===== config.mk =====
export PLATFORM = sky130hd
export DESIGN_NAME = crc32_programmable_stream_top_flat
export DESIGN_NICKNAME = d
export VERILOG_FILES = /design/src/rtl/crcps_pkg.sv /design/src/rtl/crcps_if.sv /design/src/rtl/crcps_cfg.sv /design/src/rtl/crcps_core.sv /design/src/rtl/crcps_out.sv /design/src/rtl/crc32_programmable_stream_top.sv /design/src/flat_wrapper.sv
export SDC_FILE = /design/constraint.sdc
export NUM_CORES = 1
export LEC_CHECK = 0
export BUFFER_PORTS_ARGS = -buffer_cell sky130_fd_sc_hd__buf_2
export CORE_ASPECT_RATIO = 0.8
export CORE_MARGIN = 2
export CORE_UTILIZATION = 61
export CTS_CLUSTER_SIZE = 20
export DETAILED_ROUTE_END_ITERATION = 6
export PLACE_DENSITY = 0.81
export REMOVE_ABC_BUFFERS = 1
export SYNTH_ARGS = -nofsm -noshare
export SYNTH_HDL_FRONTEND = slang
export SYNTH_HIERARCHICAL = 1
export SYNTH_SLANG_ARGS = --single-unit

===== constraint.sdc =====
create_clock -name clk -period 5.55 [get_ports clk]
set_clock_uncertainty 0.05 [all_clocks]
set_input_delay 0 -clock clk [delete_from_list [all_inputs] [get_ports clk]]
set_output_delay 0 -clock clk [all_outputs]
set_load 0.01 [all_outputs]

===== src/rtl/crcps_pkg.sv =====
// ----------------------------------------------------------------------------
// crcps_pkg
// Shared types, register codes and the CRC byte-step functions.
// ----------------------------------------------------------------------------
`default_nettype none

package crcps_pkg;

  localparam int unsigned CRC_W     = 32;
  localparam int unsigned BYTE_W    = 8;
  localparam int unsigned CFG_IDX_W = 2;

  localparam logic [CRC_W-1:0] POLY_RESET = 32'h04C1_1DB7;
  localparam logic [CRC_W-1:0] SEED_RESET = 32'h0000_0000;

  typedef logic [CRC_W-1:0]  crc_t;
  typedef logic [BYTE_W-1:0] byte_t;

  // configuration register indexes
  typedef enum logic [CFG_IDX_W-1:0] {
    CFG_POLY    = 2'd0,
    CFG_SEED    = 2'd1,
    CFG_REFLECT = 2'd2
  } cfg_reg_e;

  typedef struct packed {
    crc_t poly;
    crc_t seed;
    logic reflect;
  } crcps_cfg_t;

  // bit reversal of one byte
  function automatic byte_t flip_byte(input byte_t b);
    byte_t r;
    for (int i = 0; i < BYTE_W; i++) begin
      r[i] = b[BYTE_W-1-i];
    end
    return r;
  endfunction

  // msb-first absorb of one byte, eight shift/xor steps
  function automatic crc_t absorb_byte(input crc_t acc, input byte_t b, input crc_t poly);
    crc_t a;
    a = acc ^ {b, {(CRC_W-BYTE_W){1'b0}}};
    for (int k = 0; k < BYTE_W; k++) begin
      if (a[CRC_W-1]) begin
        a = {a[CRC_W-2:0], 1'b0} ^ poly;
      end else begin
        a = {a[CRC_W-2:0], 1'b0};
      end
    end
    return a;
  endfunction

endpackage

`default_nettype wire


===== src/rtl/crcps_if.sv =====
// ----------------------------------------------------------------------------
// crcps_if
// Valid/ready channels for message bytes and finished CRC words.
// ----------------------------------------------------------------------------
`default_nettype none

interface crcps_in_if;
  logic       valid;
  logic       ready;
  logic [7:0] data_byte;
  logic       first_byte;
  logic       last_byte;

  modport source (output valid, output data_byte, output first_byte, output last_byte,
                  input ready);
  modport sink   (input valid, input data_byte, input first_byte, input last_byte,
                  output ready);
endinterface

interface crcps_out_if;
  logic        valid;
  logic        ready;
  logic [31:0] crc_result;

  modport source (output valid, output crc_result, input ready);
  modport sink   (input valid, input crc_result, output ready);
endinterface

`default_nettype wire


===== src/rtl/crcps_cfg.sv =====
// ----------------------------------------------------------------------------
// crcps_cfg
// Configuration register bank: polynomial, seed and reflect mode.
// ----------------------------------------------------------------------------
`default_nettype none

module crcps_cfg (
  input  wire logic                            clk,
  input  wire logic                            rst_n,
  input  wire logic                            cfg_we,
  input  wire logic [crcps_pkg::CFG_IDX_W-1:0] cfg_index,
  input  wire logic [crcps_pkg::CRC_W-1:0]     cfg_data,
  output crcps_pkg::crcps_cfg_t                cfg
);
  import crcps_pkg::*;

  crcps_cfg_t cfg_r;
  crcps_cfg_t cfg_nxt;

  always_comb begin
    cfg_nxt = cfg_r;
    if (cfg_we) begin
      unique case (cfg_index)
        CFG_POLY:    cfg_nxt.poly    = cfg_data;
        CFG_SEED:    cfg_nxt.seed    = cfg_data;
        CFG_REFLECT: cfg_nxt.reflect = cfg_data[0];
        default:     cfg_nxt = cfg_r;
      endcase
    end
  end

  always_ff @(posedge clk) begin
    if (!rst_n) begin
      cfg_r.poly    <= POLY_RESET;
      cfg_r.seed    <= SEED_RESET;
      cfg_r.reflect <= 1'b0;
    end else begin
      cfg_r <= cfg_nxt;
    end
  end

  assign cfg = cfg_r;

endmodule

`default_nettype wire


===== src/rtl/crcps_core.sv =====
// ----------------------------------------------------------------------------
// crcps_core
// Input byte register, combinational CRC byte step and the running CRC.
// ----------------------------------------------------------------------------
`default_nettype none

module crcps_core (
  input  wire logic                        clk,
  input  wire logic                        rst_n,
  input  crcps_pkg::crcps_cfg_t            cfg,
  input  wire logic                        in_valid,
  output logic                             in_ready,
  input  wire logic [crcps_pkg::BYTE_W-1:0] in_byte,
  input  wire logic                        in_first,
  input  wire logic                        in_last,
  output logic                             res_valid,
  input  wire logic                        res_ready,
  output logic [crcps_pkg::CRC_W-1:0]      res_crc
);
  import crcps_pkg::*;

  logic  s1_valid_r;
  byte_t s1_byte_r;
  logic  s1_first_r;
  logic  s1_last_r;
  crc_t  running_crc_r;
  crc_t  running_crc_nxt;
  logic  s1_go;
  byte_t step_byte;
  crc_t  step_start;

  // a byte that closes a message waits until the result register has room
  assign s1_go    = s1_valid_r && (!s1_last_r || res_ready);
  assign in_ready = !s1_valid_r || s1_go;

  assign step_byte       = cfg.reflect ? flip_byte(s1_byte_r) : s1_byte_r;
  assign step_start      = s1_first_r ? cfg.seed : running_crc_r;
  assign running_crc_nxt = absorb_byte(step_start, step_byte, cfg.poly);

  assign res_valid = s1_valid_r && s1_last_r;
  assign res_crc   = running_crc_nxt;

  always_ff @(posedge clk) begin
    if (!rst_n) begin
      s1_valid_r    <= 1'b0;
      running_crc_r <= '0;
    end else begin
      if (in_ready) begin
        s1_valid_r <= in_valid;
      end
      if (s1_go) begin
        running_crc_r <= running_crc_nxt;
      end
    end
  end

  always_ff @(posedge clk) begin
    if (in_ready && in_valid) begin
      s1_byte_r  <= in_byte;
      s1_first_r <= in_first;
      s1_last_r  <= in_last;
    end
  end

  a_go_needs_valid: assert property (@(posedge clk) disable iff (!rst_n)
    s1_go |-> s1_valid_r)
    else $error("byte step taken without a byte in the input register");

  a_stall_holds: assert property (@(posedge clk) disable iff (!rst_n)
    (s1_valid_r && !s1_go) |=> (s1_valid_r && $stable(s1_byte_r) && $stable(running_crc_r)))
    else $error("stalled byte or running crc changed");

  a_idle_crc_stable: assert property (@(posedge clk) disable iff (!rst_n)
    !s1_go |=> $stable(running_crc_r))
    else $error("running crc moved without a byte step");

endmodule

`default_nettype wire


===== src/rtl/crcps_out.sv =====
// ----------------------------------------------------------------------------
// crcps_out
// Result register between the byte step and the result channel.
// ----------------------------------------------------------------------------
`default_nettype none

module crcps_out (
  input  wire logic                       clk,
  input  wire logic                       rst_n,
  input  wire logic                       res_valid,
  output logic                            res_ready,
  input  wire logic [crcps_pkg::CRC_W-1:0] res_crc,
  output logic                            out_valid,
  input  wire logic                       out_ready,
  output logic [crcps_pkg::CRC_W-1:0]     out_crc
);
  import crcps_pkg::*;

  logic out_valid_r;
  crc_t out_crc_r;

  assign res_ready = !out_valid_r || out_ready;

  always_ff @(posedge clk) begin
    if (!rst_n) begin
      out_valid_r <= 1'b0;
    end else if (res_ready) begin
      out_valid_r <= res_valid;
    end
  end

  always_ff @(posedge clk) begin
    if (res_ready && res_valid) begin
      out_crc_r <= res_crc;
    end
  end

  assign out_valid = out_valid_r;
  assign out_crc   = out_crc_r;

  a_load_shows: assert property (@(posedge clk) disable iff (!rst_n)
    (res_valid && res_ready) |=> (out_valid_r && out_crc_r == $past(res_crc)))
    else $error("loaded result not presented");

  a_no_overwrite: assert property (@(posedge clk) disable iff (!rst_n)
    (out_valid_r && !out_ready) |-> !res_ready)
    else $error("pending result could be overwritten");

  a_drain_empties: assert property (@(posedge clk) disable iff (!rst_n)
    (out_valid_r && out_ready && !res_valid) |=> !out_valid_r)
    else $error("result repeated after it was taken");

endmodule

`default_nettype wire


===== src/rtl/crc32_programmable_stream_top.sv =====
// ----------------------------------------------------------------------------
// crc32_programmable_stream_top
// Streaming msb-first crc-32 over bytes with programmable polynomial and seed.
// ----------------------------------------------------------------------------
// The block takes one message byte per clock cycle for as long as results are
// drained. Each accepted byte is held in an input register, where the full
// eight-step shift/xor network (optional byte reversal first) updates the
// running crc; a byte flagged last also loads the result register, which
// presents it on the result channel. The single combinational byte step sets
// the throughput. The result register lets new bytes enter while a result
// waits; only a second last byte stalls until the first result is taken.
// Configuration registers (polynomial, seed, reflect) are written through
// cfg_we/cfg_index/cfg_data and should change only when idle.
// ----------------------------------------------------------------------------
`default_nettype none

module crc32_programmable_stream_top (
  input  wire logic                            clk,
  input  wire logic                            rst_n,
  crcps_in_if.sink                             in_ch,
  crcps_out_if.source                          out_ch,
  input  wire logic                            cfg_we,
  input  wire logic [crcps_pkg::CFG_IDX_W-1:0] cfg_index,
  input  wire logic [crcps_pkg::CRC_W-1:0]     cfg_data
);
  import crcps_pkg::*;

  crcps_cfg_t cfg;
  logic       res_valid;
  logic       res_ready;
  crc_t       res_crc;

  crcps_cfg u_cfg (
    .clk       (clk),
    .rst_n     (rst_n),
    .cfg_we    (cfg_we),
    .cfg_index (cfg_index),
    .cfg_data  (cfg_data),
    .cfg       (cfg)
  );

  crcps_core u_core (
    .clk       (clk),
    .rst_n     (rst_n),
    .cfg       (cfg),
    .in_valid  (in_ch.valid),
    .in_ready  (in_ch.ready),
    .in_byte   (in_ch.data_byte),
    .in_first  (in_ch.first_byte),
    .in_last   (in_ch.last_byte),
    .res_valid (res_valid),
    .res_ready (res_ready),
    .res_crc   (res_crc)
  );

  crcps_out u_out (
    .clk       (clk),
    .rst_n     (rst_n),
    .res_valid (res_valid),
    .res_ready (res_ready),
    .res_crc   (res_crc),
    .out_valid (out_ch.valid),
    .out_ready (out_ch.ready),
    .out_crc   (out_ch.crc_result)
  );

endmodule

`default_nettype wire


===== src/flat_wrapper.sv =====
// flat-port wrapper written by rule: the top's interface ports become plain ports
module crc32_programmable_stream_top_flat import crcps_pkg::*;
  (clk, rst_n, cfg_we, cfg_index, cfg_data, in_ch_valid, in_ch_data_byte, in_ch_first_byte, in_ch_last_byte, in_ch_ready, out_ch_valid, out_ch_crc_result, out_ch_ready);
  crcps_in_if in_ch_i ();
  crcps_out_if out_ch_i ();
  input  wire logic clk;
  input  wire logic rst_n;
  input  wire logic cfg_we;
  input  wire logic [crcps_pkg::CFG_IDX_W-1:0] cfg_index;
  input  wire logic [crcps_pkg::CRC_W-1:0] cfg_data;
  input wire logic [$bits(in_ch_i.valid)-1:0] in_ch_valid;
  input wire logic [$bits(in_ch_i.data_byte)-1:0] in_ch_data_byte;
  input wire logic [$bits(in_ch_i.first_byte)-1:0] in_ch_first_byte;
  input wire logic [$bits(in_ch_i.last_byte)-1:0] in_ch_last_byte;
  output wire logic [$bits(in_ch_i.ready)-1:0] in_ch_ready;
  output wire logic [$bits(out_ch_i.valid)-1:0] out_ch_valid;
  output wire logic [$bits(out_ch_i.crc_result)-1:0] out_ch_crc_result;
  input wire logic [$bits(out_ch_i.ready)-1:0] out_ch_ready;
  assign in_ch_i.valid = in_ch_valid;
  assign in_ch_i.data_byte = in_ch_data_byte;
  assign in_ch_i.first_byte = in_ch_first_byte;
  assign in_ch_i.last_byte = in_ch_last_byte;
  assign in_ch_ready = in_ch_i.ready;
  assign out_ch_valid = out_ch_i.valid;
  assign out_ch_crc_result = out_ch_i.crc_result;
  assign out_ch_i.ready = out_ch_ready;
  crc32_programmable_stream_top u_core (.clk(clk), .rst_n(rst_n), .in_ch(in_ch_i), .out_ch(out_ch_i), .cfg_we(cfg_we), .cfg_index(cfg_index), .cfg_data(cfg_data));
endmodule

==> results.md <==
- Max Fclk: 197 MHz
- Core area: 15,900 um^2
- CTS HTree Levels: 4
- Clk sinks: 141
- Met2 Resource Use GR: 0.461
- DRC viols: 0
- N_diodes: 0
- Synth top cells by count: 229 x nand2_1, 194 x xnor2_1, 99 x dfxtp_1
- GRT Overall Usage: 0.295
- Gpl congestion: 0.963
- Initial DRC Count: 866
- CTS Buffer Depth: 2
- Vias/cell: 5.79
- WHS Endpoint: u_core/u_cfg/cfg[43]
- Status: finished, final reports clean
- CP Class: reg -> reg
- Fin crit share: 0.916
- Comb pwr share: 0.451
- Area occupied by multi-input gates: 6200 um^2
- Synth Instances: 1,130
- R2R depth: 16
- Routed Antenna Nets: 0
- Crit start category: register
- Inserted Clock Buffers: 17
- Initial antenna violation count: 0
- Flop2flop setup slack: 470 ps
- Via count: 8,338
- First drt pass iteration count: 5
- First-pass GRT wire length: 40.9 mm
- Synth Warn #: 6
- CTS tree: yes
- Flip-flop and latch count after synthesis: 141
- Min-Delay Path Depth: 2
- Fillers: 1,183
- Clock slew at reported path FFs: 70 ps
- Final instance area: 11,500 um^2
- Crit path capture type: register
- Cell Pwr Density: 396 nW/um^2
- Vias in the first global route: 7,857
- Int Pwr: 2.94 mW
- Overall Power: 4.55 mW
- Crit Path Max Fanout: 31
- Async SR Flop Fraction: 0
- Die footprint: 17,400 um^2
- Nets: 1,261
- Setup violators final: 0
- Ranking of synthesized cells by area: dfxtp_1 20%, xnor2_1 17%, edfxtp_1 13%
- Sw Share: 0.353
- WP data arrival: 5360 ps
- Area Overhead vs Synth: 15.4%
- Detail Placement HPWL: 16.2 mm
- Cts repair resizes: 0
- WL final: 25.3 mm
- Worst path max stage delay: 640 ps
- Reg area: 3240 um^2
- Setup TNS: 0 ps
- Post-route core utilization: 0.725
- Critical Path RT: 5830 ps
- Synthesized area: 9960 um^2
- HP Start: rst_n
- Syn Area/Cell: 8.81 um^2
- DR WL/cell: 17.6 um
- Worst path most repeated cell: buf_4
- Setup bufs post-CTS: 0
- Rows: 41
- CP cell instances: buf_4, mux2i_4, xnor2_2, o22ai_2, or4_1, nand2_2, buf_4, a31oi_1, and4_1, nor4_1, a211oi_1, o211ai_1, buf_4, nand3_1, xor3_1, a211oi_1
- Worst path top cell family by delay: simple AND/OR/NAND/NOR gates
- Area leader, netlist: dfxtp_1
- Placed inst area: 10,400 um^2
- Hold WC Path Type: in -> reg
- Count leader, synth: nand2_1
- Reg-to-reg startpoint: u_core/u_cfg/cfg[0]
- Layout cells sized above 1: 0.136
- Pin count of the biggest net entering global routing: 73
- GRT Residual Overflow: 0
- I/O Buffers: 82
- Most used routing layer: met2
- Initial Utilization: 0.628
- Io pins: 83
- Root Driver: clkbuf_16
- Cell leakage power: 4.70 nW
- Final slew viol count: 0
- Reg power frac: 0.288
- Sequential fraction of the synthesis area: 0.326
- Slew @ Worst Pin: 874 ps
- Number of synthesized flops with an enable pin: 42
- CP bufs+invs: 3
- Main flop type after synthesis: dfxtp_1
- Tmin final: 5080 ps
- Chip width: 147 um
- Clock group share of total power: 0.261
- Final hold violations: 0
- Routing usage on met3: 0.0668
- GR Util met1: 0.414
- Worst skew pair latency: 430 ps
- Cts-stage hold buffer count: 45
- CP max-delay cell: or4_1
- Max_slew headroom: 0.417
- Post-synth cell types: 74
- RSZ-0062 raised after global routing: false
- Fin Hold WS: 26.4 ps
- Net Sw Power: 1.60 mW
- RR Endpoint: u_core/u_core/running_crc_r[13]
- Maxcap violations: 0
- Die height: 118 um
- Top cell type's share of synthesized area: 0.199
- Maximum VDD drop: 0.245 mV
==> state kept, by name, indices dropped and copies added (netlist names) <==
| register | count |
|---|---|
| u_core/u_cfg/cfg | 65 |
| u_core/u_out/out_valid | 1 |
| u_core/u_core/s1_first_r | 1 |
| u_core/u_core/running_crc_r | 32 |
| u_core/u_core/s1_last_r | 1 |
| u_core/u_core/s1_byte_r | 8 |
| u_core/u_out/out_crc | 32 |
| u_core/u_core/s1_valid_r | 1 |
==> layout make-up <==
type                    instances  area share
multi-input cells             870       0.540
clock buffers                  18      0.0373
inverters                      30     0.00980
well taps                     215      0.0234
clock inverters                14      0.0159
flip-flops and latches        141       0.282
repair buffers                152      0.0915
==> routing by layer <==
metal	wire length, um	up-vias
li1	-	3998
met3	1990	30
met4	336	0
met2	11600	338
met5	0	-
met1	11400	3972
==> cells in the final DEF, fill, tap and decap left out, types with 3 or more instances in the layout <==
| master | n |
|---|---|
| o21ai_0 | 46 |
| xor3_1 | 6 |
| xnor3_1 | 6 |
| nor2_1 | 18 |
| nor3_1 | 8 |
| or4_1 | 3 |
| dlygate4sd3_1 | 45 |
| o211a_1 | 20 |
| o211ai_1 | 18 |
| a211o_1 | 4 |
| mux2i_1 | 90 |
| xor2_1 | 26 |
| bufinv_16 | 3 |
| a211oi_1 | 12 |
| o21ai_1 | 11 |
| a21oi_1 | 16 |
| dfxtp_1 | 99 |
| nand2b_1 | 20 |
| nand2_1 | 229 |
| and2_1 | 7 |
| clkbuf_16 | 17 |
| xnor2_1 | 192 |
| inv_1 | 29 |
| nand4bb_1 | 14 |
| clkinvlp_4 | 3 |
| and3_1 | 8 |
| nand3_1 | 61 |
| buf_4 | 26 |
| buf_2 | 81 |
| xnor2_2 | 3 |
| inv_6 | 6 |
| mux2i_4 | 3 |
| edfxtp_1 | 42 |
==> power groups by stage <==
stage / Clock, mW / Sequential (mW) / Combinational (mW)
2_1_floorplan: 0 / 1.34 / 1.55
3_3_place_gp: 0 / 1.33 / 1.96
3_5_place_dp: 0 / 1.33 / 1.99
4_1_cts: 1.19 / 1.31 / 2.03
5_1_grt: 1.24 / 1.32 / 2.21
6_report: 1.19 / 1.31 / 2.05
==> metrics by stage <==
step	instances	worst slack, ps
global placement	1363	745
global route	1440	88.0
finish	1440	468
floorplan	1041	-1570
detailed placement	1363	545
CTS	1440	503
==> worst reg2reg max path, delay by kind of cell (launching register included) <==
family | cells | cell delay [ps]
flops | 1 | 400
simple gates | 5 | 1870
mux | 1 | 300
xor+xnor | 2 | 480
buf+inv | 3 | 930
compound gates | 5 | 940
==> worst max-delay path by stage <==
stage | from | end | slack (ps) | depth (start not counted)
floorplan | u_core/u_core/s1_first_r | u_core/u_core/running_crc_r[1] | -1570 | 13
global placement | u_core/u_cfg/cfg[0] | u_core/u_out/out_crc[7] | 740 | 15
detailed placement | u_core/u_cfg/cfg[0] | u_core/u_out/out_crc[13] | 540 | 16
CTS | u_core/u_cfg/cfg[0] | u_core/u_core/running_crc_r[13] | 500 | 16
global route | u_core/u_cfg/cfg[0] | u_core/u_core/running_crc_r[6] | 90 | 16
finish | u_core/u_cfg/cfg[0] | u_core/u_core/running_crc_r[13] | 470 | 16
==> logic make-up after synthesis <==
group	count (synthesis)	synth area share
muxes	94	0.0986
DFF	141	0.326
buffers and inverters	119	0.0541
xor gates and xnor gates	235	0.227
and+or+nand+nor	384	0.184
AOI/OAI and AO/OA	157	0.110
(Power assumes the default switching activity.)
